## config.mk

```make
export PLATFORM = sky130hd
export DESIGN_NAME = fpau_front
export DESIGN_NICKNAME = d
export VERILOG_FILES = /design/src/sv/fpau_pkg.sv /design/src/sv/fpau_front.sv
export SDC_FILE = /design/constraint.sdc
export NUM_CORES = 2
export LEC_CHECK = 0
export BUFFER_PORTS_ARGS = -buffer_cell sky130_fd_sc_hd__buf_4
export CELL_PAD_IN_SITES_DETAIL_PLACEMENT = 1
export CELL_PAD_IN_SITES_GLOBAL_PLACEMENT = 2
export CORE_MARGIN = 4
export CORE_UTILIZATION = 41
export CTS_BUF_LIST = sky130_fd_sc_hd__clkbuf_16
export CTS_CLUSTER_DIAMETER = 40
export DETAILED_ROUTE_END_ITERATION = 10
export PLACE_DENSITY_LB_ADDON = 0.1
export SETUP_SLACK_MARGIN = 0.2
export SLEW_MARGIN = 40
export SYNTH_ARGS = -nofsm -noshare
export SYNTH_HDL_FRONTEND = slang
export SYNTH_SLANG_ARGS = --single-unit
```

## constraint.sdc

```tcl
create_clock -name i_clk -period 9.7 [get_ports i_clk]
set_input_delay 0.485 -clock i_clk [delete_from_list [all_inputs] [get_ports i_clk]]
set_output_delay 0.485 -clock i_clk [all_outputs]
set_load 0.01 [all_outputs]
```

## src/sv/fpau_pkg.sv

```systemverilog
// Shared types, constants and operation codes for the fixed-point arithmetic unit.
// No dependencies; the files that use it refer to it by scoped names.
package fpau_pkg;

    localparam int FRAC_BITS = 8;
    localparam int QW        = 32 + FRAC_BITS;   // quotient width of the divider

    localparam logic [3:0] OP_ADD = 4'd0;
    localparam logic [3:0] OP_SUB = 4'd1;
    localparam logic [3:0] OP_MUL = 4'd2;
    localparam logic [3:0] OP_DIV = 4'd3;
    localparam logic [3:0] OP_GT  = 4'd4;
    localparam logic [3:0] OP_LT  = 4'd5;
    localparam logic [3:0] OP_GE  = 4'd6;
    localparam logic [3:0] OP_LE  = 4'd7;
    localparam logic [3:0] OP_EQ  = 4'd8;
    localparam logic [3:0] OP_NE  = 4'd9;
    localparam logic [3:0] OP_INC = 4'd10;
    localparam logic [3:0] OP_DEC = 4'd11;
    localparam logic [3:0] OP_MIN = 4'd12;
    localparam logic [3:0] OP_MAX = 4'd13;
    localparam logic [3:0] OP_INT = 4'd14;

    localparam logic [1:0] ERR_OK   = 2'd0;
    localparam logic [1:0] ERR_DIV0 = 2'd1;
    localparam logic [1:0] ERR_OVF  = 2'd2;

    typedef struct packed {
        logic [3:0]         operation;
        logic signed [31:0] operand_a;
        logic signed [31:0] operand_b;
    } t_in_word;

    typedef struct packed {
        logic signed [31:0] result_value;
        logic               compare_flag;
        logic [1:0]         error_code;
    } t_out_word;

    typedef struct packed {
        logic [31:0]   rem;
        logic [QW-1:0] num;
        logic [31:0]   den;
        logic [QW-1:0] quo;
    } t_div;

    typedef struct packed {
        logic        valid;
        logic [3:0]  op;
        logic        neg;
        logic [31:0] res;
        logic        flag;
        logic [1:0]  err;
        logic [63:0] prod;
        t_div        div;
    } t_pipe;

endpackage

```

## src/sv/fpau_front.sv

```systemverilog
// Front end: input register, decode with the simple operations, and the multiplier.
// Depends on fpau_pkg.
module fpau_front (
    input  logic              i_clk,
    input  logic              i_rst_n,
    input  logic              i_en,
    input  logic              i_valid,
    input  fpau_pkg::t_in_word i_word,
    output fpau_pkg::t_pipe   o_pipe
);

    logic               r_v0;
    fpau_pkg::t_in_word r_in;
    fpau_pkg::t_pipe    r_b, n_b, r_c, n_c;
    logic [31:0]        r_ma, r_mb, n_ma, n_mb;

    always_comb begin
        logic signed [32:0] sum, dif, inc, dec;
        logic signed [31:0] a, b;
        a = r_in.operand_a;
        b = r_in.operand_b;
        sum = 33'(a) + 33'(b);
        dif = 33'(a) - 33'(b);
        inc = 33'(a) + 33'sd1;
        dec = 33'(a) - 33'sd1;
        n_b = '0;
        n_b.valid = r_v0 && i_rst_n;
        n_b.op = r_in.operation;
        n_b.neg = a[31] ^ b[31];
        n_b.err = fpau_pkg::ERR_OK;
        n_ma = a[31] ? 32'(-a) : 32'(a);
        n_mb = b[31] ? 32'(-b) : 32'(b);
        unique case (r_in.operation)
            fpau_pkg::OP_ADD: begin
                n_b.res = sum[31:0];
                if (sum[32] != sum[31]) begin
                    n_b.res = sum[32] ? 32'h8000_0000 : 32'h7FFF_FFFF;
                    n_b.err = fpau_pkg::ERR_OVF;
                end
            end
            fpau_pkg::OP_SUB: begin
                n_b.res = dif[31:0];
                if (dif[32] != dif[31]) begin
                    n_b.res = dif[32] ? 32'h8000_0000 : 32'h7FFF_FFFF;
                    n_b.err = fpau_pkg::ERR_OVF;
                end
            end
            fpau_pkg::OP_INC: begin
                n_b.res = inc[31:0];
                if (inc[32] != inc[31]) begin
                    n_b.res = 32'h7FFF_FFFF;
                    n_b.err = fpau_pkg::ERR_OVF;
                end
            end
            fpau_pkg::OP_DEC: begin
                n_b.res = dec[31:0];
                if (dec[32] != dec[31]) begin
                    n_b.res = 32'h8000_0000;
                    n_b.err = fpau_pkg::ERR_OVF;
                end
            end
            fpau_pkg::OP_DIV: if (b == 32'sd0) n_b.err = fpau_pkg::ERR_DIV0;
            fpau_pkg::OP_GT:  n_b.flag = a > b;
            fpau_pkg::OP_LT:  n_b.flag = a < b;
            fpau_pkg::OP_GE:  n_b.flag = a >= b;
            fpau_pkg::OP_LE:  n_b.flag = a <= b;
            fpau_pkg::OP_EQ:  n_b.flag = a == b;
            fpau_pkg::OP_NE:  n_b.flag = a != b;
            fpau_pkg::OP_MIN: n_b.res = (a < b) ? a : b;
            fpau_pkg::OP_MAX: n_b.res = (a > b) ? a : b;
            fpau_pkg::OP_INT: n_b.res = a >>> fpau_pkg::FRAC_BITS;
            default: ;
        endcase
    end

    always_comb begin
        n_c = r_b;
        n_c.valid = r_b.valid && i_rst_n;
        n_c.prod = 64'(r_ma) * 64'(r_mb);
        n_c.div.rem = '0;
        n_c.div.num = {r_ma, fpau_pkg::FRAC_BITS'(0)};
        n_c.div.den = r_mb;
        n_c.div.quo = '0;
    end

    always_ff @(posedge i_clk) begin
        if (!i_rst_n) begin
            r_v0 <= 1'b0;
        end else if (i_en) begin
            r_v0 <= i_valid;
        end
        if (i_en) begin
            r_in <= i_word;
            r_ma <= n_ma;
            r_mb <= n_mb;
        end
        // valid bits drop to zero in reset through the next-value logic
        if (!i_rst_n || i_en) begin
            r_b <= n_b;
            r_c <= n_c;
        end
    end

    assign o_pipe = r_c;

endmodule

```

==> metrics <==
Synth Register Bits=343; initial antenna violation count=10; FILL cells=14,020; Yosys warning total=0; clock sink count=343; vias per cell=5.357; drt wl/cell=25.41 µm; final setup fails=0; Async SR Flop Fraction=0%; max-slew violations=0; Final Wtd Congestion=0.9058; post-synthesis cell area=0.05203 mm²; # rows=130; DP HPWL=146,500 µm; Hold Path Origin=i_rst_n; global route hottest layer=met2; reg-to-reg endpoint=o_pipe[206]; routed vias=38,930; final core utilization=46.93%; CTS root buf=clkbuf_16; Seq/Total Area, Yosys=19.78%; Starting Density=41.33%; Die W=364.2 µm; vias in the first global route=42,260; Die Span Y=364.2 µm; Worst Path Required=10.11 ns; largest net degree at the start of global routing=103; worst setup path class=register to register; cell taking the most area after synthesis=fa_1; DRC violation count after routing=0; clk slew on worst S/H paths=0.05 ns; H-tree level count=3; DR pass1 iterations=5; WHS Endpoint=r_v0; CP max FO=24; most area-consuming cells after synthesis=fa_1 (35%), edfxtp_1 (20%), ha_1 (8.0%); Yosys cell types=89; CTS max path bufs=3; Peak Freq=109.1 MHz; remaining global-route overflow=0; Tcrit/Tclk final=94.48%; reg2reg start=r_mb[17]; Synth top area share=34.55%; Reg2Reg Setup Slack=0.54 ns; gr usage total=28.06%; total core area=0.1259 mm²; worst skew pair latency=0.70 ns; Avg Cell Area, Syn=9.773 µm²; final hold violations=0; CP most frequent cell=fa_1; most numerous cell in the Yosys netlist=inv_1; Max-slew headroom=43.23%; status=finished clean; Arrival @ worst endpoint=9.58 ns; Period minus WS final=9.165 ns; met2 Usage GRT=45.93%; Reg2Reg Depth=25; port buffer count=240; P&R area growth vs syn=13.55%; DRT antenna net count=0; RSZ-0062 raised after global routing=false; Hold Path Stages=2; Post-Synthesis Cells=5,324; global-route wire length before repair=276,500 µm; crit-path max cell delay=0.63 ns; list of most frequent post-synthesis cells=inv_1 (908), fa_1 (898), nand2_1 (619), and2_1 (595), edfxtp_1 (342); total CTS buffers=71; max cap viols=0; critical path capture point type=register; drt first-iter violations=2,789; clk_skew=0.02877 ns; M3 GR Usage=4.405%; nets=6,861; total negative slack=0 ns; worst slew pin tran=0.8515 ns; CP delay by family, top=adder cells; met1 usage=39.30%; Post-synth EDFFs=342; Hold/Removal Path Class=primary input to register; Startpoint Class=register; Ports=321; CP Buf/Inv Count=6; CTS tree=built; die footprint=0.1327 mm²; most common flop cell mapped by yosys=edfxtp_1; slowest CP cell=edfxtp_1; share of cells above drive strength 1=10.35%; final wirelength=184,700 µm
## final cells by class
class	instances	area, µm²	share of cell area, %
Multi-Input combinational cell	3760	36910	62.47
Sequential cell	343	10290	17.42
Timing Repair Buffer	469	3896	6.595
Inverter	914	3431	5.807
Tap cell	1650	2064	3.494
Clock buffer	72	1802	3.050
Clock inverter	58	684.4	1.158
Antenna cell	2	5.005	0.008471
## cells by family after synthesis
family / count (synthesis) / share of synthesized area (%)
buf+inv: 1300 / 10.08
flops: 343 / 19.78
compound gates: 593 / 7.503
fa+ha+maj: 1232 / 42.57
simple gates: 1598 / 15.61
xor+xnor: 208 / 3.501
other cells: 1 / 0.007207
mux: 49 / 0.9475
## layout by cell type, fill, tap and decap left out, types with 23 or more instances in the layout
cell | synthesis | layout
o31ai_1 | 28 | 27
o21bai_1 | 23 | 23
and2_1 | 595 | 595
inv_1 | 908 | 913
edfxtp_1 | 342 | 342
nor3_1 | 38 | 35
nor2_1 | 129 | 128
nand2_1 | 619 | 619
dlygate4sd3_1 | 0 | 68
xor2_1 | 42 | 41
mux2i_1 | 47 | 46
ha_1 | 332 | 332
clkbuf_16 | 0 | 72
nand3_1 | 45 | 45
a21oi_1 | 167 | 167
xnor2_1 | 166 | 164
buf_6 | 4 | 28
conb_1 | 1 | 80
a31oi_1 | 24 | 24
fa_1 | 898 | 898
a21o_1 | 32 | 32
buf_4 | 83 | 363
o211ai_1 | 27 | 27
nand2b_1 | 27 | 26
o21ai_0 | 127 | 126
nand4_1 | 29 | 29
## what timing repair did
action                     4_1_cts  5_1_grt
setup endpoints to repair        0        4
buffers inserted                 0        3
hold buffers                    68        0
hold endpoints to repair        68        0
resized for setup                0        2
## per-layer routing
metal / share of wire (%) / vias up
met4: 2.4 / 0
met3: 5.8 / 196
met5: 0 / -
met2: 47 / 1095
met1: 44 / 20600
li1: - / 17040
## through the flow
stage | cell area (µm²) | setup slack, ns | instances | hold WS, ns
finish | 59080 | 0.5351 | 7268 | 0.06322
global route | 59080 | 0.2379 | 7266 | 0.05553
CTS | 58920 | 0.3564 | 7255 | 0.01500
detailed placement | 55750 | 0.4153 | 7057 | 0.4051
global placement | 55450 | -0.1897 | 7035 | 0.4035
floorplan | 52330 | 2.373 | 5403 | 0.4003
## worst register-to-register path: cells and delay by family, from the launching register on
kind | cells | cell delay [ns]
buffers and inverters | 6 | 0.79
adders and majority gates | 9 | 4.50
DFF | 1 | 0.63
AOI/OAI and AO/OA | 8 | 2.65
and+or+nand+nor | 2 | 0.32
## worst max-delay path by stage
stage / cells after the start / slack (ns) / startpoint / to
floorplan: 24 / 2.37 / r_mb[2] / o_pipe[194]
detailed placement: 25 / 0.42 / r_mb[10] / o_pipe[206]
finish: 25 / 0.54 / r_mb[17] / o_pipe[206]
global placement: 24 / -0.19 / r_ma[11] / o_pipe[206]
global route: 25 / 0.24 / r_mb[17] / o_pipe[206]
CTS: 25 / 0.36 / r_mb[10] / o_pipe[206]
## sequential cells by signal, indices dropped and copies added (netlist names)
| name | count |
|---|---|
| n_b | 4 |
| n_c | 40 |
| o_pipe | 169 |
| r_b | 1 |
| r_in | 64 |
| r_ma | 32 |
| r_mb | 32 |
| r_v0 | 1 |
Power is left out: the tool's default activity adds up to more than one toggle a clock period on the data nets, which glitch-free logic cannot reach.
