`config.mk`:
```
export PLATFORM = sky130hd
export DESIGN_NAME = fpau_div_stage
export DESIGN_NICKNAME = d
export VERILOG_FILES = /design/src/sv/fpau_pkg.sv /design/src/sv/fpau_div_stage.sv
export SDC_FILE = /design/constraint.sdc
export NUM_CORES = 1
export LEC_CHECK = 0
export BUFFER_PORTS_ARGS = -buffer_cell sky130_fd_sc_hd__clkbuf_2
export CORE_AREA = 4 4 194 196
export CTS_CLUSTER_DIAMETER = 200
export DETAILED_ROUTE_END_ITERATION = 16
export DIE_AREA = 0 0 198 200
export PLACE_DENSITY = 0.48
export SYNTH_ARGS = -nofsm -noshare
export SYNTH_HDL_FRONTEND = slang
export SYNTH_SLANG_ARGS = --single-unit
```
`constraint.sdc`:
```
create_clock -name i_clk -period 16 [get_ports i_clk]
set_input_delay 2.4 -clock i_clk [delete_from_list [all_inputs] [get_ports i_clk]]
set_output_delay 2.4 -clock i_clk [all_outputs]
set_load 0.01 [all_outputs]
```
`src/sv/fpau_pkg.sv`:
```
// Shared types, constants and operation codes for the fixed-point arithmetic unit.
// No dependencies; the files that use it refer to it by scoped names.
package fpau_pkg;

    localparam int FRAC_BITS = 8;
    localparam int QW        = 32 + FRAC_BITS;   // quotient width of the divider

    localparam logic [3:0] OP_ADD = 4'd0;
    localparam logic [3:0] OP_SUB = 4'd1;
    localparam logic [3:0] OP_MUL = 4'd2;
    localparam logic [3:0] OP_DIV = 4'd3;
    localparam logic [3:0] OP_GT  = 4'd4;
    localparam logic [3:0] OP_LT  = 4'd5;
    localparam logic [3:0] OP_GE  = 4'd6;
    localparam logic [3:0] OP_LE  = 4'd7;
    localparam logic [3:0] OP_EQ  = 4'd8;
    localparam logic [3:0] OP_NE  = 4'd9;
    localparam logic [3:0] OP_INC = 4'd10;
    localparam logic [3:0] OP_DEC = 4'd11;
    localparam logic [3:0] OP_MIN = 4'd12;
    localparam logic [3:0] OP_MAX = 4'd13;
    localparam logic [3:0] OP_INT = 4'd14;

    localparam logic [1:0] ERR_OK   = 2'd0;
    localparam logic [1:0] ERR_DIV0 = 2'd1;
    localparam logic [1:0] ERR_OVF  = 2'd2;

    typedef struct packed {
        logic [3:0]         operation;
        logic signed [31:0] operand_a;
        logic signed [31:0] operand_b;
    } t_in_word;

    typedef struct packed {
        logic signed [31:0] result_value;
        logic               compare_flag;
        logic [1:0]         error_code;
    } t_out_word;

    typedef struct packed {
        logic [31:0]   rem;
        logic [QW-1:0] num;
        logic [31:0]   den;
        logic [QW-1:0] quo;
    } t_div;

    typedef struct packed {
        logic        valid;
        logic [3:0]  op;
        logic        neg;
        logic [31:0] res;
        logic        flag;
        logic [1:0]  err;
        logic [63:0] prod;
        t_div        div;
    } t_pipe;

endpackage

```
`src/sv/fpau_div_stage.sv`:
```
// One step of the restoring divider: one quotient bit per stage.
// Depends on fpau_pkg.
module fpau_div_stage (
    input  logic            i_clk,
    input  logic            i_rst_n,
    input  logic            i_en,
    input  fpau_pkg::t_pipe i_pipe,
    output fpau_pkg::t_pipe o_pipe
);

    fpau_pkg::t_pipe r_p, n_p;

    always_comb begin
        logic [32:0] t;
        logic        ge;
        t  = {i_pipe.div.rem, i_pipe.div.num[fpau_pkg::QW-1]};
        ge = t >= {1'b0, i_pipe.div.den};
        n_p = i_pipe;
        n_p.valid = i_pipe.valid && i_rst_n;
        n_p.div.rem = ge ? 32'(t - {1'b0, i_pipe.div.den}) : t[31:0];
        n_p.div.num = {i_pipe.div.num[fpau_pkg::QW-2:0], 1'b0};
        n_p.div.quo = {i_pipe.div.quo[fpau_pkg::QW-2:0], ge};
    end

    always_ff @(posedge i_clk) begin
        if (!i_rst_n || i_en) r_p <= n_p;
    end

    assign o_pipe = r_p;

endmodule

```
==> results of run 1 <==
==> where the power goes <==
group          switching, W  internal (W)
sequential        0.0000183      0.000796
combinational      0.000160      0.000105
clock              0.000263      0.000428
==> per-layer routing <==
| layer | GRT usage, % | share of wire, % | vias to the layer above |
|---|---|---|---|
| met3 | 6.596 | 10 | 68 |
| met1 | 17.17 | 35 | 3323 |
| met2 | 28.69 | 51 | 281 |
| li1 | - | - | 3293 |
| met4 | 6.682 | 3.6 | 12 |
| met5 | 0 | 0.22 | - |
==> layout by cell type, fill, tap and decap left out, types with 3 or more instances in the layout <==
cell,count
sky130_fd_sc_hd__a211oi_1,3
sky130_fd_sc_hd__a21o_1,12
sky130_fd_sc_hd__a21oi_1,56
sky130_fd_sc_hd__a31oi_1,5
sky130_fd_sc_hd__and2_1,3
sky130_fd_sc_hd__bufinv_16,6
sky130_fd_sc_hd__clkbuf_1,7
sky130_fd_sc_hd__clkbuf_16,29
sky130_fd_sc_hd__clkbuf_2,498
sky130_fd_sc_hd__clkinv_1,4
sky130_fd_sc_hd__clkinv_2,4
sky130_fd_sc_hd__diode_2,4
sky130_fd_sc_hd__edfxtp_1,248
sky130_fd_sc_hd__ha_1,32
sky130_fd_sc_hd__inv_1,38
sky130_fd_sc_hd__mux2_1,4
sky130_fd_sc_hd__mux2_2,6
sky130_fd_sc_hd__nand2_1,26
sky130_fd_sc_hd__nand2b_1,3
sky130_fd_sc_hd__nand3_1,8
sky130_fd_sc_hd__nand4_1,8
sky130_fd_sc_hd__nor2_1,35
sky130_fd_sc_hd__nor2b_1,3
sky130_fd_sc_hd__nor4_1,4
sky130_fd_sc_hd__o211ai_1,4
sky130_fd_sc_hd__o21a_1,6
sky130_fd_sc_hd__o21ai_0,16
sky130_fd_sc_hd__o21bai_1,3
sky130_fd_sc_hd__xnor2_1,15
sky130_fd_sc_hd__xor2_1,12
==> final cells by class <==
class,count,area share (%)
Antenna cell,4,0.07312
Clock buffer,36,5.493
Clock inverter,16,1.691
Inverter,38,1.042
Multi-Input combinational cell,292,14.61
Sequential cell,248,54.40
Tap cell,468,4.277
Timing Repair Buffer,500,18.41
==> path summary, 6_finish.rpt <==
path	startpoint	endpoint	slack, ns	depth (start not counted)
max	i_pipe[58]	o_pipe[122]	10.22	12
min	i_pipe[16]	o_pipe[17]	2.02	1
==> kinds of logic (layout without fill, tap and decap cells) <==
group,after synthesis,after routing
flops,248,248
compound gates,119,119
simple gates,101,101
buf+inv,57,590
fa+ha+maj,33,33
xor+xnor,27,27
mux,11,11
other cells,1,5
==> cells in the mapped netlist, types with 8 or more instances <==
cell                       number
sky130_fd_sc_hd__a21o_1        12
sky130_fd_sc_hd__a21oi_1       56
sky130_fd_sc_hd__buf_2          8
sky130_fd_sc_hd__edfxtp_1     248
sky130_fd_sc_hd__ha_1          32
sky130_fd_sc_hd__inv_1         38
sky130_fd_sc_hd__nand2_1       26
sky130_fd_sc_hd__nand3_1        8
sky130_fd_sc_hd__nand4_1        8
sky130_fd_sc_hd__nor2_1        35
sky130_fd_sc_hd__o21ai_0       16
sky130_fd_sc_hd__xnor2_1       15
sky130_fd_sc_hd__xor2_1        12
==> critical path, cell delays in order <==
cell and delay, ns:
sky130_fd_sc_hd__clkbuf_2 0.10, sky130_fd_sc_hd__inv_1 0.05, sky130_fd_sc_hd__ha_1 0.43, sky130_fd_sc_hd__nand4_1 0.23, sky130_fd_sc_hd__or4_1 0.50, sky130_fd_sc_hd__a21oi_1 0.14
sky130_fd_sc_hd__nor3_1 0.13, sky130_fd_sc_hd__a211oi_2 0.28, sky130_fd_sc_hd__o21ai_2 0.18, sky130_fd_sc_hd__o31ai_4 0.68, sky130_fd_sc_hd__buf_4 0.51, sky130_fd_sc_hd__mux2_2 0.39
==> metrics by stage <==
stage	setup WS [ns]	cell area [um2]	power (W)	hold slack, ns
5_1_grt	9.946	13680	0.001851	1.988
6_report	10.22	13690	0.001769	2.024
3_5_place_dp	9.559	12700	0.001099	2.579
2_1_floorplan	7.008	9681	0.0009609	2.499
4_1_cts	10.14	13680	0.001804	1.977
3_3_place_gp	9.558	12700	0.001098	2.578
==> impl_results.html, run 1 <==
<table>
<tr><th>Metric</th><th>Value</th></tr>
<tr><th colspan="2">Routing</th></tr>
<tr><td>Routed wirelength normalized by instance count</td><td>21.70 um</td></tr>
<tr><td>Routed vias</td><td>6977</td></tr>
<tr><td>Final WL</td><td>34760 um</td></tr>
<tr><td>Total DRC errors in the routed layout</td><td>0</td></tr>
<tr><td>Final antenna-violating net count</td><td>0</td></tr>
<tr><td>Drt pass-1 iters</td><td>4</td></tr>
<tr><td>Via/cell ratio</td><td>4.355</td></tr>
<tr><td>Count of routing violations after the opening detailed-route iteration</td><td>402</td></tr>
<tr><th colspan="2">Worst hold path</th></tr>
<tr><td>Path type of the worst min-delay path</td><td>in -&gt; reg</td></tr>
<tr><th colspan="2">Logic synthesis</th></tr>
<tr><td>Post-synth cell types</td><td>49</td></tr>
<tr><td>Combinational family with the most area after synthesis</td><td>compound AO/OA/AOI/OAI gates</td></tr>
<tr><td>Xor and xnor area share after synthesis</td><td>2.443%</td></tr>
<tr><td>Adder and majority gate portion of the synthesized area</td><td>4.343%</td></tr>
<tr><td>Syn Std Cell Area</td><td>0.009681 mm2</td></tr>
<tr><td>Post-Synthesis Cells</td><td>597</td></tr>
<tr><td>Simple logic cell fraction of the synthesized area</td><td>4.937%</td></tr>
<tr><td>Mux share of post-synthesis cell area</td><td>1.267%</td></tr>
<tr><td>Number of register bits inferred by synthesis</td><td>248</td></tr>
<tr><td>Number of nets in the synthesized netlist</td><td>882</td></tr>
<tr><td>Post-synthesis average cell area</td><td>16.22 um2</td></tr>
<tr><td>Dominant cells by area after synthesis</td><td>sky130_fd_sc_hd__edfxtp_1 (77%), sky130_fd_sc_hd__ha_1 (4.1%), sky130_fd_sc_hd__a21oi_1 (2.9%), sky130_fd_sc_hd__inv_1 (1.5%), sky130_fd_sc_hd__nor2_1 (1.4%)</td></tr>
<tr><td>Number of enable-type register cells in the synthesized netlist</td><td>248</td></tr>
<tr><td>Complex-gate fraction of the synthesized area</td><td>7.561%</td></tr>
<tr><td>Fraction of registers with async set/reset</td><td>0%</td></tr>
<tr><td>Library cell occupying the most area in the post-synthesis netlist</td><td>sky130_fd_sc_hd__edfxtp_1</td></tr>
<tr><td>Yosys warns</td><td>0</td></tr>
<tr><td>Sequential area share after synthesis</td><td>76.93%</td></tr>
<tr><td>Commonest register cell after synthesis</td><td>sky130_fd_sc_hd__edfxtp_1</td></tr>
<tr><td>Synth top area share</td><td>76.93%</td></tr>
<tr><th colspan="2">Layout</th></tr>
<tr><td>Share of post-route cells with drive strength above 1</td><td>48.85%</td></tr>
<tr><td>Footprint of the flip-flops and latches</td><td>0.007447 mm2</td></tr>
<tr><td>Final Non-Filler Cells</td><td>1602</td></tr>
<tr><td>Layout Nets</td><td>1394</td></tr>
<tr><td>Filler instances</td><td>3554</td></tr>
<tr><td>Area of the multi-input gates</td><td>0.002001 mm2</td></tr>
<tr><td>Max reg flops</td><td>248</td></tr>
<tr><td>Area growth, synth to finish</td><td>41.41%</td></tr>
<tr><td>Post-route core utilization</td><td>37.94%</td></tr>
<tr><th colspan="2">Placement</th></tr>
<tr><td>Placed insts</td><td>1546</td></tr>
<tr><td>DP HPWL</td><td>27800 um</td></tr>
<tr><td>I/O Buffers</td><td>498</td></tr>
<tr><td>Placer Congestion</td><td>0.8289</td></tr>
<tr><th colspan="2">Critical path</th></tr>
<tr><td>Data required time at the worst endpoint</td><td>16.28 ns</td></tr>
<tr><td>Arrival time of data at the critical path endpoint</td><td>6.06 ns</td></tr>
<tr><td>Largest fanout on the critical path</td><td>37</td></tr>
<tr><td>Critical setup path kind</td><td>in -&gt; reg</td></tr>
<tr><td>Worst setup SP type</td><td>primary input</td></tr>
<tr><td>Endpoint class of the critical path</td><td>register</td></tr>
<tr><th colspan="2">Timing</th></tr>
<tr><td>Slew at the pin closest to its max-slew limit</td><td>1.083 ns</td></tr>
<tr><td>Setup repair after global routing missed its margin</td><td>false</td></tr>
<tr><td>Max Slew Vio Count</td><td>0</td></tr>
<tr><td>Final setup viols</td><td>0</td></tr>
<tr><td>Maximum clock frequency</td><td>173.1 MHz</td></tr>
<tr><td>Period utilisation layout</td><td>36.11%</td></tr>
<tr><td>Max transition margin</td><td>27.78%</td></tr>
<tr><td>Final total negative setup slack</td><td>0 ns</td></tr>
<tr><td>Clock period minus worst slack</td><td>5.777 ns</td></tr>
<tr><td>Final hold violations</td><td>0</td></tr>
<tr><th colspan="2">Global routing</th></tr>
<tr><td>Wire length of the first global-routing pass</td><td>46930 um</td></tr>
<tr><td>Number of global-route vias before repair</td><td>6930</td></tr>
<tr><td>GRT Overall Usage</td><td>16.19%</td></tr>
<tr><td>Pin count of the biggest net entering global routing</td><td>174</td></tr>
<tr><td>Number of antenna violations at the first check in global routing</td><td>9</td></tr>
<tr><td>Gr ovfl total</td><td>0</td></tr>
<tr><th colspan="2">CTS</th></tr>
<tr><td>Setup repair bufs after CTS</td><td>0</td></tr>
<tr><td>Post-CTS clock slew at the launch and capture registers of the worst setup and hold paths</td><td>0.06 ns</td></tr>
<tr><td>TritonCTS clock tree</td><td>built</td></tr>
<tr><td>H-tree Lvls</td><td>1</td></tr>
<tr><td>Count of instances resized after the clock tree is built</td><td>0</td></tr>
<tr><td>Buffer type at the clock tree root</td><td>sky130_fd_sc_hd__clkbuf_16</td></tr>
<tr><td>Number of hold buffers added after cts</td><td>0</td></tr>
<tr><td>TritonCTS sink count</td><td>248</td></tr>
<tr><td>Clk buf depth</td><td>3</td></tr>
<tr><td>Total CTS buffers</td><td>29</td></tr>
<tr><th colspan="2">Floorplanning</th></tr>
<tr><td>Count of pins on the block boundary</td><td>501</td></tr>
<tr><td>Die footprint</td><td>0.03960 mm2</td></tr>
<tr><td>Width of the chip</td><td>198 um</td></tr>
<tr><td>Placeable Area</td><td>0.03608 mm2</td></tr>
<tr><td>Die Ht</td><td>200 um</td></tr>
<tr><td>Floorplan row count</td><td>70</td></tr>
<tr><td>Initial standard-cell utilization of the core</td><td>26.83%</td></tr>
<tr><th colspan="2">Outcome</th></tr>
<tr><td>Run status</td><td>complete, no violations</td></tr>
<tr><th colspan="2">Job</th></tr>
<tr><td>Max-capacitance violation count</td><td>0</td></tr>
<tr><th colspan="2">Pwr</th></tr>
<tr><td>Power per Cell Area</td><td>129.3 mW/mm2</td></tr>
<tr><td>Static power due to leakage</td><td>6.134 nW</td></tr>
<tr><td>Peak ir drop on the vdd network</td><td>0.07979 mV</td></tr>
</table>
Note: power is estimated with default switching activity, not from simulation.
==> run 2, diff against run 1 <==
--- a/config.mk
+++ b/config.mk
@@ -10,7 +10,7 @@
 export CTS_CLUSTER_DIAMETER = 200
 export DETAILED_ROUTE_END_ITERATION = 16
 export DIE_AREA = 0 0 198 200
-export PLACE_DENSITY = 0.48
+export PLACE_DENSITY = 0.5
 export SYNTH_ARGS = -nofsm -noshare
 export SYNTH_HDL_FRONTEND = slang
 export SYNTH_SLANG_ARGS = --single-unit
==> constraint.sdc (replaced) <==
create_clock -name i_clk -period 5 [get_ports i_clk]
set_input_delay 0.75 -clock i_clk [delete_from_list [all_inputs] [get_ports i_clk]]
set_output_delay 0.75 -clock i_clk [all_outputs]
set_load 0.01 [all_outputs]
==> run 2 against run 1 <==
  * Combinational power grew to 3.2 times the previous value
  * Non-clock buffer count grew 5
  * Die area stayed put
  * Largest power group unchanged
==> impl_results.html, run 2 (synthesis results as in run 1) <==
<table>
<tr><th>Metric</th><th>Value</th></tr>
<tr><th colspan="2">Global routing</th></tr>
<tr><td>Number of global-route vias before repair</td><td>7041</td></tr>
<tr><td>Pin count of the biggest net entering global routing</td><td>116</td></tr>
<tr><td>Wire length of the first global-routing pass</td><td>47340 um</td></tr>
<tr><td>Gr ovfl total</td><td>0</td></tr>
<tr><td>GRT Overall Usage</td><td>16.06%</td></tr>
<tr><td>Number of antenna violations at the first check in global routing</td><td>7</td></tr>
<tr><th colspan="2">Floorplanning</th></tr>
<tr><td>Floorplan row count</td><td>70</td></tr>
<tr><td>Count of pins on the block boundary</td><td>501</td></tr>
<tr><td>Placeable Area</td><td>0.03608 mm2</td></tr>
<tr><td>Width of the chip</td><td>198 um</td></tr>
<tr><td>Die footprint</td><td>0.03960 mm2</td></tr>
<tr><td>Initial standard-cell utilization of the core</td><td>26.83%</td></tr>
<tr><td>Die Ht</td><td>200 um</td></tr>
<tr><th colspan="2">Outcome</th></tr>
<tr><td>Run status</td><td>complete, no violations</td></tr>
<tr><th colspan="2">Layout</th></tr>
<tr><td>Layout Nets</td><td>1399</td></tr>
<tr><td>Commonest cells after routing, fill and taps aside</td><td>sky130_fd_sc_hd__clkbuf_2 (498), sky130_fd_sc_hd__edfxtp_1 (248), sky130_fd_sc_hd__a21oi_1 (56)</td></tr>
<tr><td>Share of post-route cells with drive strength above 1</td><td>49.03%</td></tr>
<tr><td>Post-route core utilization</td><td>37.87%</td></tr>
<tr><td>Most common cell after layout, fill and taps aside</td><td>sky130_fd_sc_hd__clkbuf_2</td></tr>
<tr><td>Max reg flops</td><td>248</td></tr>
<tr><td>Final instance area</td><td>0.01366 mm2</td></tr>
<tr><td>Area growth, synth to finish</td><td>41.15%</td></tr>
<tr><td>Filler instances</td><td>3565</td></tr>
<tr><th colspan="2">Placement</th></tr>
<tr><td>I/O Buffers</td><td>498</td></tr>
<tr><td>Area post-placement</td><td>0.01273 mm2</td></tr>
<tr><td>Placer Congestion</td><td>0.8515</td></tr>
<tr><td>DP HPWL</td><td>27930 um</td></tr>
<tr><th colspan="2">CTS</th></tr>
<tr><td>Count of instances resized after the clock tree is built</td><td>0</td></tr>
<tr><td>Setup repair bufs after CTS</td><td>0</td></tr>
<tr><td>H-tree Lvls</td><td>1</td></tr>
<tr><td>TritonCTS sink count</td><td>248</td></tr>
<tr><td>TritonCTS clock tree</td><td>built</td></tr>
<tr><td>Post-CTS clock slew at the launch and capture registers of the worst setup and hold paths</td><td>0.06 ns</td></tr>
<tr><td>Buffer type at the clock tree root</td><td>sky130_fd_sc_hd__clkbuf_16</td></tr>
<tr><td>Clk buf depth</td><td>3</td></tr>
<tr><td>Number of hold buffers added after cts</td><td>0</td></tr>
<tr><td>Total CTS buffers</td><td>29</td></tr>
<tr><th colspan="2">Routing</th></tr>
<tr><td>Final WL</td><td>34710 um</td></tr>
<tr><td>Routed wirelength normalized by instance count</td><td>21.64 um</td></tr>
<tr><td>Total DRC errors in the routed layout</td><td>0</td></tr>
<tr><td>Routed vias</td><td>7077</td></tr>
<tr><td>Drt pass-1 iters</td><td>5</td></tr>
<tr><td>Via/cell ratio</td><td>4.412</td></tr>
<tr><td>Final antenna-violating net count</td><td>0</td></tr>
<tr><td>Count of routing violations after the opening detailed-route iteration</td><td>398</td></tr>
<tr><th colspan="2">Timing</th></tr>
<tr><td>Maximum clock frequency</td><td>272.3 MHz</td></tr>
<tr><td>Period utilisation layout</td><td>73.44%</td></tr>
<tr><td>Final setup viols</td><td>0</td></tr>
<tr><td>Final total negative setup slack</td><td>0 ns</td></tr>
<tr><td>Final hold violations</td><td>0</td></tr>
<tr><td>Clock period minus worst slack</td><td>3.672 ns</td></tr>
<tr><td>Max Slew Vio Count</td><td>0</td></tr>
<tr><td>Max transition margin</td><td>51.29%</td></tr>
<tr><td>Slew at the pin closest to its max-slew limit</td><td>0.7306 ns</td></tr>
<tr><td>Setup repair after global routing missed its margin</td><td>false</td></tr>
<tr><th colspan="2">Pwr</th></tr>
<tr><td>Static power due to leakage</td><td>6.130 nW</td></tr>
<tr><td>Peak ir drop on the vdd network</td><td>0.3218 mV</td></tr>
<tr><td>Power per Cell Area</td><td>406.0 mW/mm2</td></tr>
<tr><th colspan="2">Critical path</th></tr>
<tr><td>Critical path's top delay family</td><td>compound AO/OA/AOI/OAI gates</td></tr>
<tr><td>CP peak stage delay</td><td>0.44 ns</td></tr>
<tr><td>Worst-path cell with the longest stage delay</td><td>sky130_fd_sc_hd__o41ai_1</td></tr>
<tr><td>Buf+Inv Stages, Crit Path</td><td>2</td></tr>
<tr><td>Critical setup path kind</td><td>in -&gt; reg</td></tr>
<tr><td>Worst setup SP type</td><td>primary input</td></tr>
<tr><td>Largest fanout on the critical path</td><td>4</td></tr>
<tr><td>Cell repeated most along the worst path</td><td>sky130_fd_sc_hd__a21oi_1</td></tr>
<tr><td>Data required time at the worst endpoint</td><td>5.31 ns</td></tr>
<tr><td>Cells traversed along the worst timing path</td><td>clkbuf_2 &gt; inv_1 &gt; ha_1 &gt; fa_1 &gt; nand2b_1 &gt; a21oi_1 &gt; o21ai_0 &gt; o311a_1 &gt; a31oi_1 &gt; a21oi_1 &gt; o41ai_1 &gt; xor2_1 &gt; mux2_1</td></tr>
<tr><td>Arrival time of data at the critical path endpoint</td><td>3.98 ns</td></tr>
<tr><td>Depth of the critical timing path with buffers and inverters included</td><td>13</td></tr>
<tr><td>Endpoint class of the critical path</td><td>register</td></tr>
<tr><th colspan="2">Worst hold path</th></tr>
<tr><td>Path type of the worst min-delay path</td><td>in -&gt; reg</td></tr>
<tr><td>Count of cells along the worst hold path</td><td>1</td></tr>
<tr><th colspan="2">Job</th></tr>
<tr><td>Max-capacitance violation count</td><td>0</td></tr>
</table>
[run 2: final cells by class]
type	instances	area, um2	share of cell area (%)
Sequential cell	248	7447	54.50
Timing Repair Buffer	505	2557	18.72
Multi-Input combinational cell	292	2001	14.64
Clock buffer	32	737.0	5.393
Tap cell	468	585.6	4.285
Clock inverter	19	188.9	1.383
Inverter	38	142.6	1.044
Antenna cell	2	5.005	0.03663
[run 2: worst paths after layout]
check / start / end
worst max-delay path: i_pipe[111] / o_pipe[142]
worst min-delay path: i_pipe[38] / o_pipe[39]
[run 2: stage by stage]
stage	std cells	hold slack, ns	setup slack [ns]	total power (W)
finish	1604	0.3544	1.328	0.005547
floorplan	597	0.8489	0.6124	0.003062
global route	1602	0.3224	1.239	0.005793
CTS	1602	0.3201	1.437	0.005639
detailed placement	1551	0.9286	0.8481	0.003520
global placement	1551	0.9276	0.8384	0.003513
[run 2: layer usage]
layer / global-route usage (%) / part of all wire [%] / vias up
met5: 0 / 0.23 / -
met4: 4.871 / 3.1 / 12
met3: 6.244 / 9.8 / 59
met2: 28.54 / 51 / 282
met1: 17.90 / 36 / 3420
li1: - / - / 3304
[run 2: power by group]
part	switching, W	internal, W
sequential	0.0000597	0.00255
clock	0.000873	0.00122
combinational	0.000513	0.000340
