File: config.mk
export PLATFORM = sky130hd
export DESIGN_NAME = fpau_back
export DESIGN_NICKNAME = d
export VERILOG_FILES = /design/src/sv/fpau_pkg.sv /design/src/sv/fpau_back.sv
export SDC_FILE = /design/constraint.sdc
export NUM_CORES = 1
export LEC_CHECK = 0
export ABC_AREA = 1
export BUFFER_PORTS_ARGS = -buffer_cell sky130_fd_sc_hd__buf_2
export CAP_MARGIN = 20
export CORE_MARGIN = 2
export CORE_UTILIZATION = 54
export CTS_CLUSTER_SIZE = 30
export DETAILED_ROUTE_END_ITERATION = 10
export GPL_TIMING_DRIVEN = 0
export MAX_ROUTING_LAYER = met4
export PLACE_DENSITY = 0.94
export SYNTH_ARGS = -nofsm -noshare
export SYNTH_HDL_FRONTEND = slang
export SYNTH_SLANG_ARGS = --single-unit
File: constraint.sdc
create_clock -name i_clk -period 3.46 [get_ports i_clk]
set_clock_uncertainty 0.2 [all_clocks]
set_input_delay 0.692 -clock i_clk [delete_from_list [all_inputs] [get_ports i_clk]]
set_output_delay 0.692 -clock i_clk [all_outputs]
set_load 0.03 [all_outputs]
File: src/sv/fpau_pkg.sv
// Shared types, constants and operation codes for the fixed-point arithmetic unit.
// No dependencies; the files that use it refer to it by scoped names.
package fpau_pkg;

    localparam int FRAC_BITS = 8;
    localparam int QW        = 32 + FRAC_BITS;   // quotient width of the divider

    localparam logic [3:0] OP_ADD = 4'd0;
    localparam logic [3:0] OP_SUB = 4'd1;
    localparam logic [3:0] OP_MUL = 4'd2;
    localparam logic [3:0] OP_DIV = 4'd3;
    localparam logic [3:0] OP_GT  = 4'd4;
    localparam logic [3:0] OP_LT  = 4'd5;
    localparam logic [3:0] OP_GE  = 4'd6;
    localparam logic [3:0] OP_LE  = 4'd7;
    localparam logic [3:0] OP_EQ  = 4'd8;
    localparam logic [3:0] OP_NE  = 4'd9;
    localparam logic [3:0] OP_INC = 4'd10;
    localparam logic [3:0] OP_DEC = 4'd11;
    localparam logic [3:0] OP_MIN = 4'd12;
    localparam logic [3:0] OP_MAX = 4'd13;
    localparam logic [3:0] OP_INT = 4'd14;

    localparam logic [1:0] ERR_OK   = 2'd0;
    localparam logic [1:0] ERR_DIV0 = 2'd1;
    localparam logic [1:0] ERR_OVF  = 2'd2;

    typedef struct packed {
        logic [3:0]         operation;
        logic signed [31:0] operand_a;
        logic signed [31:0] operand_b;
    } t_in_word;

    typedef struct packed {
        logic signed [31:0] result_value;
        logic               compare_flag;
        logic [1:0]         error_code;
    } t_out_word;

    typedef struct packed {
        logic [31:0]   rem;
        logic [QW-1:0] num;
        logic [31:0]   den;
        logic [QW-1:0] quo;
    } t_div;

    typedef struct packed {
        logic        valid;
        logic [3:0]  op;
        logic        neg;
        logic [31:0] res;
        logic        flag;
        logic [1:0]  err;
        logic [63:0] prod;
        t_div        div;
    } t_pipe;

endpackage

File: src/sv/fpau_back.sv
// Back end: rounding of product and quotient, then saturation into the output register.
// Depends on fpau_pkg.
module fpau_back (
    input  logic               i_clk,
    input  logic               i_rst_n,
    input  logic               i_en,
    input  fpau_pkg::t_pipe    i_pipe,
    output logic               o_valid,
    output fpau_pkg::t_out_word o_word
);

    logic               r_nv, r_neg, r_arith, r_valid;
    logic [31:0]        r_res;
    logic               r_flag;
    logic [1:0]         r_err;
    logic [63:0]        r_n, n_n;
    fpau_pkg::t_out_word r_out, n_out;

    always_comb begin
        logic rnd;
        rnd = {i_pipe.div.rem, 1'b0} >= {1'b0, i_pipe.div.den};
        if (i_pipe.op == fpau_pkg::OP_MUL)
            n_n = (i_pipe.prod + (64'd1 << (fpau_pkg::FRAC_BITS - 1)))
                  >> fpau_pkg::FRAC_BITS;
        else
            n_n = 64'(i_pipe.div.quo) + 64'(rnd);
    end

    always_comb begin
        n_out.result_value = r_res;
        n_out.compare_flag = r_flag;
        n_out.error_code   = r_err;
        if (r_arith) begin
            if (r_neg) begin
                if (r_n > 64'h8000_0000) begin
                    n_out.result_value = 32'h8000_0000;
                    n_out.error_code   = fpau_pkg::ERR_OVF;
                end else begin
                    n_out.result_value = 32'(-r_n[31:0]);
                end
            end else if (r_n > 64'h7FFF_FFFF) begin
                n_out.result_value = 32'h7FFF_FFFF;
                n_out.error_code   = fpau_pkg::ERR_OVF;
            end else begin
                n_out.result_value = r_n[31:0];
            end
        end
    end

    always_ff @(posedge i_clk) begin
        if (!i_rst_n) begin
            r_nv    <= 1'b0;
            r_valid <= 1'b0;
        end else if (i_en) begin
            r_nv    <= i_pipe.valid;
            r_valid <= r_nv;
        end
        if (i_en) begin
            r_n     <= n_n;
            r_neg   <= i_pipe.neg;
            r_res   <= i_pipe.res;
            r_flag  <= i_pipe.flag;
            r_err   <= i_pipe.err;
            r_arith <= (i_pipe.op == fpau_pkg::OP_MUL)
                    || (i_pipe.op == fpau_pkg::OP_DIV && i_pipe.err == fpau_pkg::ERR_OK);
            r_out   <= n_out;
        end
    end

    assign o_valid = r_valid;
    assign o_word  = r_out;

endmodule

==> reports/results.ini, run 1 <==
[status]
outcome=completed

[finish]
fillerInstances=1503
area.sequential_um2=3880
layout_common_cells=338 x nand2_1, 275 x nor2_1, 241 x buf_2
final_common_cell=nand2_1
postLayoutCellArea_um2=12200
finish.net_count=1952
synthToLayoutAreaGrowth_pct=22.7
n_antenna_cell=0
multiInputGateArea_um2=5430
drive_gt1_frac=0.196

[synth]
synth.yosys.seq_area_share=0.389
async_reset_ff_frac=0
yosys.cell_types.count=46
ys.flop_type=edfxtp_1
ys_warn_count=0
post_synth.cell_area_avg_um2=7.13
edff_count_synth=128
mappedNetlistNets=1686
number_of_storage_elements_in_the_synthesis_netlist=130
syn-instance-count=1399
netlist_area_um2=9970

[hold_path]
min_path_type=register to register

[placement]
place_congestion=1.03
dpl_cell_area_um2=11500
half_perimeter_wire_length_of_the_detailed_placement_result_um=28500
number_of_buffers_added_on_ports=240
preCtsSetupSlack_ns=-0.527

[global_route]
antenna_found_initial=0
first_pass_grt_wire_length_um=54000
grt_start_max_net_pins=74
first_global_vias=10300
globalRouteOverflowTotal=0
global_route.usage.total=0.366

[timing]
worst_slew_pin_slew_ns=0.753
post-route-worst-setup-slack_ns=0.137
final_slew_violations=0
report.final.hold_viol_count=0
final_min_period_over_clock_period=0.960
max-slew-margin-rel=0.498
final_setup_violations=0
setup_tns_ns=0
final.min_clock_period_ns=3.32
maxClockFrequency_mhz=301

[pwr]
powerDensity_nw_per_um2=380
share_comb_of_total_power=0.188
p_int_mw=3.26
max-vdd-ir-drop_mv=0.499
power.clock.fraction=0.393
seqPwrFrac=0.420
net-switching-power_mw=1.39
leakagePower_nw=5.44
netSwitchingFraction=0.299

[clocking]
max-clock-path-buffers=2
cts-htree-levels=4
tritoncts.num_buffers=17
tritoncts_num_sinks=130
count_of_hold_buffers_inserted_by_post_cts_repair=0
cts.root.buffer_cell=clkbuf_16
clk_pin_slew_worst_paths_ns=0.06
cts_tree=yes
worstSkewPairLatency_ns=0.42

[floorplan]
floorplan.die.height_um=140
die_x_um=140
die_area_um2=19600
row_count=49
boundaryPins=288
initial_core_util=0.553
core-area_um2=18000

[drt]
detail_route.iter0.violations=1553
detailedRoute.firstPassIterationCount=6
post_drt_wl_per_cell_um=18.3
ant_nets=0
detailroute.via_count=10900
finalWirelength_um=34900
drt_drc_violations_left=0
drt-vias-per-instance=5.70

[run]
timing.max_cap.violations=0

[critical_path]
critical_path.max_fanout=4
endpoint_kind=register
timing.critical_path.required_ns=3.44
worst-setup-path-type=primary input to register
worstPathArrival_ns=3.30
crit_path_start_kind=primary input

==> routing by layer <==
layer | vias up | wire [um] | GRT usage | share of wire
li1 | 5135 | - | - | -
met1 | 4881 | 14300 | 0.492 | 0.41
met2 | 750 | 16000 | 0.572 | 0.46
met3 | 104 | 3460 | 0.0591 | 0.099
met4 | 0 | 1150 | 0.116 | 0.033
met5 | - | 0 | - | 0
==> path summary, 6_finish.rpt <==
check / start / to / slack [ns] / cells past startpoint
worst max-delay path: i_pipe[62] / r_n[37]$_DFFE_PP_ / 0.14 / 21
worst min-delay path: r_flag$_DFFE_PP_ / o_word[2]$_DFFE_PP_ / 0.22 / 0
worst max register to register: r_n[0]$_DFFE_PP_ / o_word[24]$_DFFE_PP_ / 0.85 / 11
worst min register to register: r_flag$_DFFE_PP_ / o_word[2]$_DFFE_PP_ / 0.22 / 0
==> flip-flops by register name, summed over array words and instances, names as in the netlist <==
| register | cells |
|---|---|
| o_valid | 1 |
| o_word | 35 |
| r_arith | 1 |
| r_err | 2 |
| r_flag | 1 |
| r_n | 56 |
| r_neg | 1 |
| r_nv | 1 |
| r_res | 32 |
==> area by class of cell <==
class / count / share of cell area
Multi-Input combinational cell: 1076 / 0.443
Buffer: 27 / 0.0122
Clock buffer: 17 / 0.0347
Sequential cell: 130 / 0.317
Inverter: 166 / 0.0509
Timing Repair Buffer: 247 / 0.104
Tap cell: 229 / 0.0234
Clock inverter: 15 / 0.0141
==> what timing repair did <==
item / in CTS / in global routing
gates resized for setup: 4 / 20
pin swaps: 2 / 11
setup buffers: 0 / 6
endpoints found under the setup margin: 3 / 25
==> worst max-delay path, cell delays in order <==
cell and delay, ns:
buf_2 0.07, inv_1 0.05, ha_4 0.26, nand2_1 0.06, nor2_2 0.14, nand4_1 0.16, nor4_4 0.26, nand3b_1 0.14
nand3_2 0.11, ha_2 0.18, nand2_2 0.10, inv_1 0.13, nand2_1 0.12, inv_1 0.14, nand2_2 0.10, nor2_4 0.20
nand2_1 0.07, nand2_1 0.07, nand2_1 0.09, nand2_1 0.07, nand2_1 0.06
==> cells in the mapped netlist (all sizes together) (3+ instances only) <==
master | count | share of area
o31ai | 4 | 0.0030
buf | 8 | 0.0078
nand3b | 4 | 0.0030
nor2 | 288 | 0.11
nor3 | 55 | 0.030
clkbuf | 19 | 0.0072
inv | 165 | 0.062
xnor2 | 17 | 0.015
nor4 | 3 | 0.0019
a21oi | 63 | 0.032
or2 | 7 | 0.0044
ha | 35 | 0.044
xor2 | 51 | 0.045
nand2 | 349 | 0.13
nand3 | 107 | 0.056
edfxtp | 128 | 0.39
nand4 | 36 | 0.023
o21ai | 42 | 0.021
==> cells by family (layout without fill, tap and decap cells) <==
family,after synthesis,in the layout,share of synthesized area
adders and majority gates,35,35,0.0439
buffers and inverters,193,472,0.0774
DFF,130,130,0.389
AOI/OAI and AO/OA,120,120,0.0636
xor gates and xnor gates,68,68,0.0597
and+or+nand+nor,853,853,0.366
==> stage by stage <==
stage | total power, mW | hold slack (ns) | util | cells
3_5_place_dp | 2.81 | 0.205 | 0.638 | 1869
4_1_cts | 4.62 | 0.215 | 0.672 | 1901
3_3_place_gp | 2.78 | 0.204 | 0.636 | 1868
2_1_floorplan | 2.42 | 0.200 | - | 1399
5_1_grt | 4.80 | 0.213 | 0.679 | 1907
6_report | 4.65 | 0.217 | 0.679 | 1907
==> power groups by stage <==
| stage | registers, mW | clock network [mW] | logic (mW) |
|---|---|---|---|
| after floorplan | 2.04 | 0 | 0.384 |
| after global placement | 1.98 | 0 | 0.798 |
| after detailed placement | 1.98 | 0 | 0.827 |
| after CTS | 1.95 | 1.83 | 0.836 |
| after global routing | 1.96 | 1.89 | 0.951 |
| final | 1.95 | 1.83 | 0.873 |
Note: power is estimated with default switching activity, not from simulation.
==> inputs of run 2 (changes only) <==
Settings changed: ABC_AREA 1 to not set, CORE_UTILIZATION 54 to 42, CTS_BUF_LIST set to sky130_fd_sc_hd__clkbuf_8, PLACE_DENSITY 0.94 to 0.8.
==> reports/results.ini, run 2 <==
[synth]
synthTopCellsByCount=128 x edfxtp_1, 80 x nor2_1, 76 x nand2_1
async_reset_ff_frac=0  ; unchanged
number_of_storage_elements_in_the_synthesis_netlist=130  ; unchanged
edff_count_synth=128  ; unchanged
ys_warn_count=0  ; unchanged
mappedNetlistNets=1144  ; -32%
synth_top_area_share=0.455  ; +0.0698
most_common_cell_in_the_synthesized_netlist=edfxtp_1
netlist_area_um2=8450  ; -15%
synth.yosys.seq_area_share=0.460  ; +0.0705
synth.area.top_cells=edfxtp_1 46%, xnor2_1 5.9%, ha_1 5.2%
ys.flop_type=edfxtp_1
post_synth.cell_area_avg_um2=9.85  ; +38%
yosys.cell_types.count=62  ; +35%
yosysTopAreaCell=edfxtp_1
syn-instance-count=857  ; -39%

[clocking]
tritoncts.num_buffers=17  ; unchanged
worstSkewPairLatency_ns=0.44  ; +0.02 ns
cts.root.buffer_cell=clkbuf_8
cts-htree-levels=4  ; unchanged
max-clock-path-buffers=2  ; unchanged
tritoncts_num_sinks=130  ; unchanged
count_of_hold_buffers_inserted_by_post_cts_repair=0  ; unchanged
cts_tree=yes
clk_pin_slew_worst_paths_ns=0.08  ; +0.02 ns

[status]
outcome=complete, but fails checks
failing_checks=setup timing

[floorplan]
die_area_um2=21300  ; +8.6%
row_count=51  ; +4.1%
floorplan.die.height_um=146  ; +4.2%
initial_core_util=0.431  ; -0.122
boundaryPins=288  ; unchanged
die_x_um=146  ; +4.2%
core-area_um2=19600  ; +8.7%

[placement]
preCtsSetupSlack_ns=-0.749  ; -0.222 ns
number_of_buffers_added_on_ports=240  ; unchanged
place_congestion=0.902  ; -13%
dpl_cell_area_um2=10100  ; -12%
half_perimeter_wire_length_of_the_detailed_placement_result_um=19600  ; -31%

[finish]
final_common_cell=buf_2
postLayoutCellArea_um2=10900  ; -11%
finish.net_count=1414  ; -28%
drive_gt1_frac=0.299  ; +0.103
synthToLayoutAreaGrowth_pct=28.9
largest-register=r_n
final_core_util=0.556  ; -0.123
layout_common_cells=229 x buf_2, 128 x edfxtp_1, 79 x nor2_1
max_reg_flops=56  ; unchanged

[critical_path]
worst-setup-path-type=primary input to register
endpoint_kind=register
worstPathArrival_ns=3.49  ; +0.19 ns
crit_path_start_kind=primary input
critical_path.max_fanout=6  ; +2
timing.critical_path.required_ns=3.43  ; about the same

[drt]
drt_drc_violations_left=0  ; unchanged
detail_route.iter0.violations=607  ; -61%
ant_nets=0  ; unchanged
detailedRoute.firstPassIterationCount=8  ; +2
post_drt_wl_per_cell_um=17.6  ; -4.0%
finalWirelength_um=25000  ; -28%
drt-vias-per-instance=5.35  ; -6.1%
detailroute.via_count=7603  ; -30%

[timing]
worst_slew_pin_slew_ns=0.880  ; +0.126 ns
post-route-worst-setup-slack_ns=-0.0595  ; -0.197 ns
rsz_0062_raised_after_global_routing=yes
final_setup_violations=7  ; +7
report.final.hold_viol_count=0  ; unchanged
final_min_period_over_clock_period=1.02  ; +0.0569
final_slew_violations=0  ; unchanged
max-slew-margin-rel=0.413  ; -0.0843
setup_tns_ns=-0.138  ; -0.138 ns
maxClockFrequency_mhz=284  ; -5.6%
final.min_clock_period_ns=3.52  ; +0.197 ns

[global_route]
antenna_found_initial=16  ; +16
use_met1=0.265  ; -0.226
globalRouteOverflowTotal=0  ; unchanged
first_global_vias=7552  ; -27%
first_pass_grt_wire_length_um=38500  ; -29%
groute.layer.met2.usage=0.402  ; -0.169
grt_start_max_net_pins=76  ; +2.7%
grt.met3_usage=0.0633  ; +0.00418
globalRoute.busiestLayer=met2
global_route.usage.total=0.240  ; -0.126

[pwr]
leakagePower_nw=4.28  ; -21%
max-vdd-ir-drop_mv=0.203  ; -59%
powerDensity_nw_per_um2=363  ; -4.6%

[run]
timing.max_cap.violations=0  ; unchanged

[hold_path]
min_path_type=primary input to register

## run 2: cell types whose count changed after synthesis, sizes merged, moves of 20 or more
cell    change
a211oi     +23
a21oi      -44
inv       -108
mux2i      +20
nand2     -273
nand3      -74
nor2      -208
xnor2      +40
## run 2: layout make-up
cell class,instances,area (um^2)
inverter,57,231
tap,265,332
timing repair buffer,251,1400
sequential,130,3880
fill,1771,8700
multi-input combinational,636,4470
clock buffer,17,234
clock inverter,15,158
antenna,16,40.0
buffer,34,139
## run 2: metrics by stage
| stage | cells | hold slack, ns | power, mW |
|---|---|---|---|
| 2_1_floorplan | 857 | 0.200 | 2.34 |
| 3_3_place_gp | 1362 | 0.208 | 2.65 |
| 3_5_place_dp | 1363 | 0.214 | 2.67 |
| 4_1_cts | 1402 | 0.177 | 3.96 |
| 5_1_grt | 1421 | 0.182 | 4.12 |
| 6_report | 1421 | 0.219 | 3.95 |
## run 2: critical path, stage by stage
cell,delay (ns)
buf_2,0.13
ha_1,0.31
nand4_1,0.21
nor3_4,0.23
o21ai_2,0.09
nand4_1,0.12
a2111o_1,0.25
ha_4,0.18
nand3_4,0.07
or3_4,0.43
nor4b_4,0.22
buf_4,0.18
and3_4,0.20
xnor2_2,0.10
mux2i_1,0.08
## run 2: cells by family after synthesis
| group | share of synthesized area |
|---|---|
| and+or+nand+nor | 0.220 |
| muxes | 0.0250 |
| AOI/OAI and AO/OA | 0.106 |
| buffers and inverters | 0.0418 |
| DFF | 0.460 |
| xor gates and xnor gates | 0.0954 |
| adders and majority gates | 0.0519 |
## run 2: power by group
part | internal (mW) | leakage [nW] | total, mW | switching, mW
clock network | 0.647 | 0.201 | 1.28 | 0.630
logic | 0.299 | 2.82 | 0.705 | 0.406
registers | 1.89 | 1.26 | 1.97 | 0.0814
total | 2.83 | 4.28 | 3.95 | 1.12
## run 2: path summary, 6_finish.rpt
kind                    start                   to  slack, ns  cells past startpoint
max reg2reg  r_n[0]$_DFFE_PP_  o_word[5]$_DFFE_PP_       0.19                     10
min               i_pipe[213]   r_res[2]$_DFFE_PP_       0.22                      1
max               i_pipe[126]    r_n[38]$_DFFE_PP_      -0.06                     15
min reg2reg  r_flag$_DFFE_PP_  o_word[2]$_DFFE_PP_       0.23                      0
## run 2: what timing repair did
action                                 4_1_cts  5_1_grt
setup buffers                                7        3
resized for setup                           21       22
endpoints found under the hold margin        0        0
pin swaps                                   18       24
setup endpoints to repair                   23       44
## run 2: per-layer routing
layer,vias up,wire length (um)
li1,3722,-
met2,334,12500
met4,0,926
met5,-,0
met1,3502,9650
met3,45,1910
==> inputs of run 3 (changes only) <==
--- a/config.mk
+++ b/config.mk
@@ -12,3 +12,2 @@
 export CTS_BUF_LIST = sky130_fd_sc_hd__clkbuf_8
-export CTS_CLUSTER_SIZE = 30
 export DETAILED_ROUTE_END_ITERATION = 10
@@ -16,3 +15,3 @@
 export MAX_ROUTING_LAYER = met4
-export PLACE_DENSITY = 0.8
+export PLACE_DENSITY = 0.82
 export SYNTH_ARGS = -nofsm -noshare
==> constraint.sdc (replaced) <==
create_clock -name i_clk -period 3.1 [get_ports i_clk]
set_clock_uncertainty 0.2 [all_clocks]
set_input_delay 0.62 -clock i_clk [delete_from_list [all_inputs] [get_ports i_clk]]
set_output_delay 0.62 -clock i_clk [all_outputs]
set_load 0.05 [all_outputs]
==> reports/results.ini, run 3 (same netlist as run 2, synthesis figures left out) <==
[status]
outcome=complete, but fails checks
failing_checks=setup timing

[placement]
preCtsSetupSlack_ns=-1.01  ; -0.265 ns
number_of_buffers_added_on_ports=240  ; unchanged
dp.cells=1363  ; unchanged
half_perimeter_wire_length_of_the_detailed_placement_result_um=19400  ; -0.71%
place_congestion=0.922  ; +2.2%
dpl_cell_area_um2=10200  ; about the same

[timing]
final_min_period_over_clock_period=1.11
max-slew-margin-rel=0.432  ; +0.0183
final.min_clock_period_ns=3.45
final_slew_violations=0  ; unchanged
worst_slew_pin_slew_ns=0.852  ; -0.0275 ns
maxClockFrequency_mhz=290
holdWs_ns=0.138  ; -0.0801 ns
setup_tns_ns=-6.74  ; -6.60 ns
final_setup_violations=36  ; +29
report.final.hold_viol_count=0  ; unchanged
rsz_0062_raised_after_global_routing=yes
post-route-worst-setup-slack_ns=-0.354  ; -0.294 ns

[global_route]
grt_start_max_net_pins=81  ; +6.6%
global_route.usage.total=0.239  ; -0.000852
antenna_found_initial=8  ; -8
first_global_vias=7556  ; +0.053%
globalRouteOverflowTotal=0  ; unchanged
first_pass_grt_wire_length_um=38300  ; -0.40%

[drt]
drt-vias-per-instance=5.36  ; +0.17%
detail_route.iter0.violations=521  ; -14%
ant_nets=0  ; unchanged
post_drt_wl_per_cell_um=17.7  ; +0.91%
detailedRoute.firstPassIterationCount=5  ; -3
detailroute.via_count=7680  ; +1.0%
finalWirelength_um=25400  ; +1.8%
drt_drc_violations_left=0  ; unchanged

[finish]
largest-register=r_n
final_core_util=0.571  ; +0.0151
stdcell_count=1433  ; +0.84%
final_common_cell=buf_2
synthToLayoutAreaGrowth_pct=32.4
drive_gt1_frac=0.332  ; +0.0325
finish.net_count=1434  ; +1.4%
postLayoutCellArea_um2=11200  ; +2.7%
layout_common_cells=227 x buf_2, 128 x edfxtp_1, 78 x nor2_1
max_reg_flops=56  ; unchanged

[critical_path]
timing.critical_path.required_ns=3.07  ; -0.36 ns
worst-setup-path-type=primary input to register
critical_path.startpoint=i_pipe[61]
endpoint_kind=register
worstReg2RegStart=r_n[1]$_DFFE_PP_
worstPathArrival_ns=3.42  ; -0.07 ns
crit_path_start_kind=primary input
critical_path.max_fanout=6  ; unchanged

[pwr]
max-vdd-ir-drop_mv=0.226  ; +11%
total_chip_power_mw=4.34  ; +9.9%
leakagePower_nw=4.38  ; +2.4%
powerDensity_nw_per_um2=388  ; +7.0%

[run]
timing.max_cap.violations=0  ; unchanged

[hold_path]
min_path_type=primary input to register
worst_hold_start=i_pipe[211]

[clocking]
clk_pin_slew_worst_paths_ns=0.07  ; about the same
cts-htree-levels=4  ; unchanged
tritoncts_num_sinks=130  ; unchanged
count_of_hold_buffers_inserted_by_post_cts_repair=0  ; unchanged
max-clock-path-buffers=2  ; unchanged
cts_tree=yes
worstSkewPairLatency_ns=0.45  ; about the same
cts.root.buffer_cell=clkbuf_8
tritoncts.num_buffers=17  ; unchanged

[floorplan]
die_area_um2=21300  ; unchanged
initial_core_util=0.431  ; unchanged
floorplan.die.height_um=146  ; unchanged
boundaryPins=288  ; unchanged
die_x_um=146  ; unchanged
row_count=51  ; unchanged
core-area_um2=19600  ; unchanged

-- run 3: changes by cell type in the layout (fill, tap and decap cells not counted), moves of 4 or more --
| cell | previous run | this run |
|---|---|---|
| o21ai_0 | 18 | 10 |
| a211oi_1 | 23 | 19 |
| diode_2 | 16 | 10 |
| a211oi_2 | 0 | 4 |
| inv_6 | 4 | 0 |
| ha_4 | 9 | 13 |
| nand3_1 | 31 | 27 |
| o21ai_1 | 13 | 21 |
| buf_6 | 14 | 20 |
| ha_1 | 26 | 21 |
| buf_4 | 11 | 25 |
-- run 3: what timing repair did --
action / 4_1_cts / 5_1_grt
buffers inserted: 13 / 17
setup endpoints to repair: 57 / 69
gates cloned: 0 / 1
pin swaps: 29 / 35
resized for setup: 37 / 58
-- run 3: path summary, 6_finish.rpt --
kind / slack [ns] / cells after the start / endpoint
worst max-delay path: -0.35 / 16 / r_n[38]$_DFFE_PP_
worst min-delay path: 0.14 / 1 / r_res[0]$_DFFE_PP_
worst max register to register: 0.04 / 11 / o_word[14]$_DFFE_PP_
worst min register to register: 0.23 / 0 / o_word[2]$_DFFE_PP_
-- run 3: worst max-delay path, cell delays in order --
cell	delay (ns)
buf_6	0.08
inv_4	0.03
ha_4	0.25
nand4_1	0.11
or2_4	0.26
or2_4	0.22
nand4_1	0.12
a2111o_1	0.23
ha_4	0.18
nand3_4	0.08
or3_4	0.41
nor4b_4	0.22
buf_4	0.18
and3_4	0.21
xnor2_2	0.12
mux2i_1	0.09
-- run 3: cell type report --
type,instances,area [um^2]
Tap cell,265,332
Clock buffer,17,234
Multi-Input combinational cell,636,4630
Buffer,33,154
Timing Repair Buffer,272,1590
Antenna cell,10,25.0
Inverter,57,236
Clock inverter,13,98.8
Fill cell,1704,8400
Sequential cell,130,3880
-- run 3: routing by layer --
layer / global-route usage / vias up / share of wire / routed length (um)
li1: - / 3741 / - / -
met1: 0.268 / 3553 / 0.39 / 9910
met2: 0.407 / 347 / 0.51 / 13000
met3: 0.0643 / 39 / 0.076 / 1930
met4: 0.0917 / 0 / 0.022 / 569
met5: - / - / 0 / 0
-- run 3: report_power, final --
part	switching (mW)	leakage, nW	internal, mW
Sequential	0.0935	1.26	2.11
Clock	0.631	0.171	0.607
Combinational	0.538	2.95	0.362
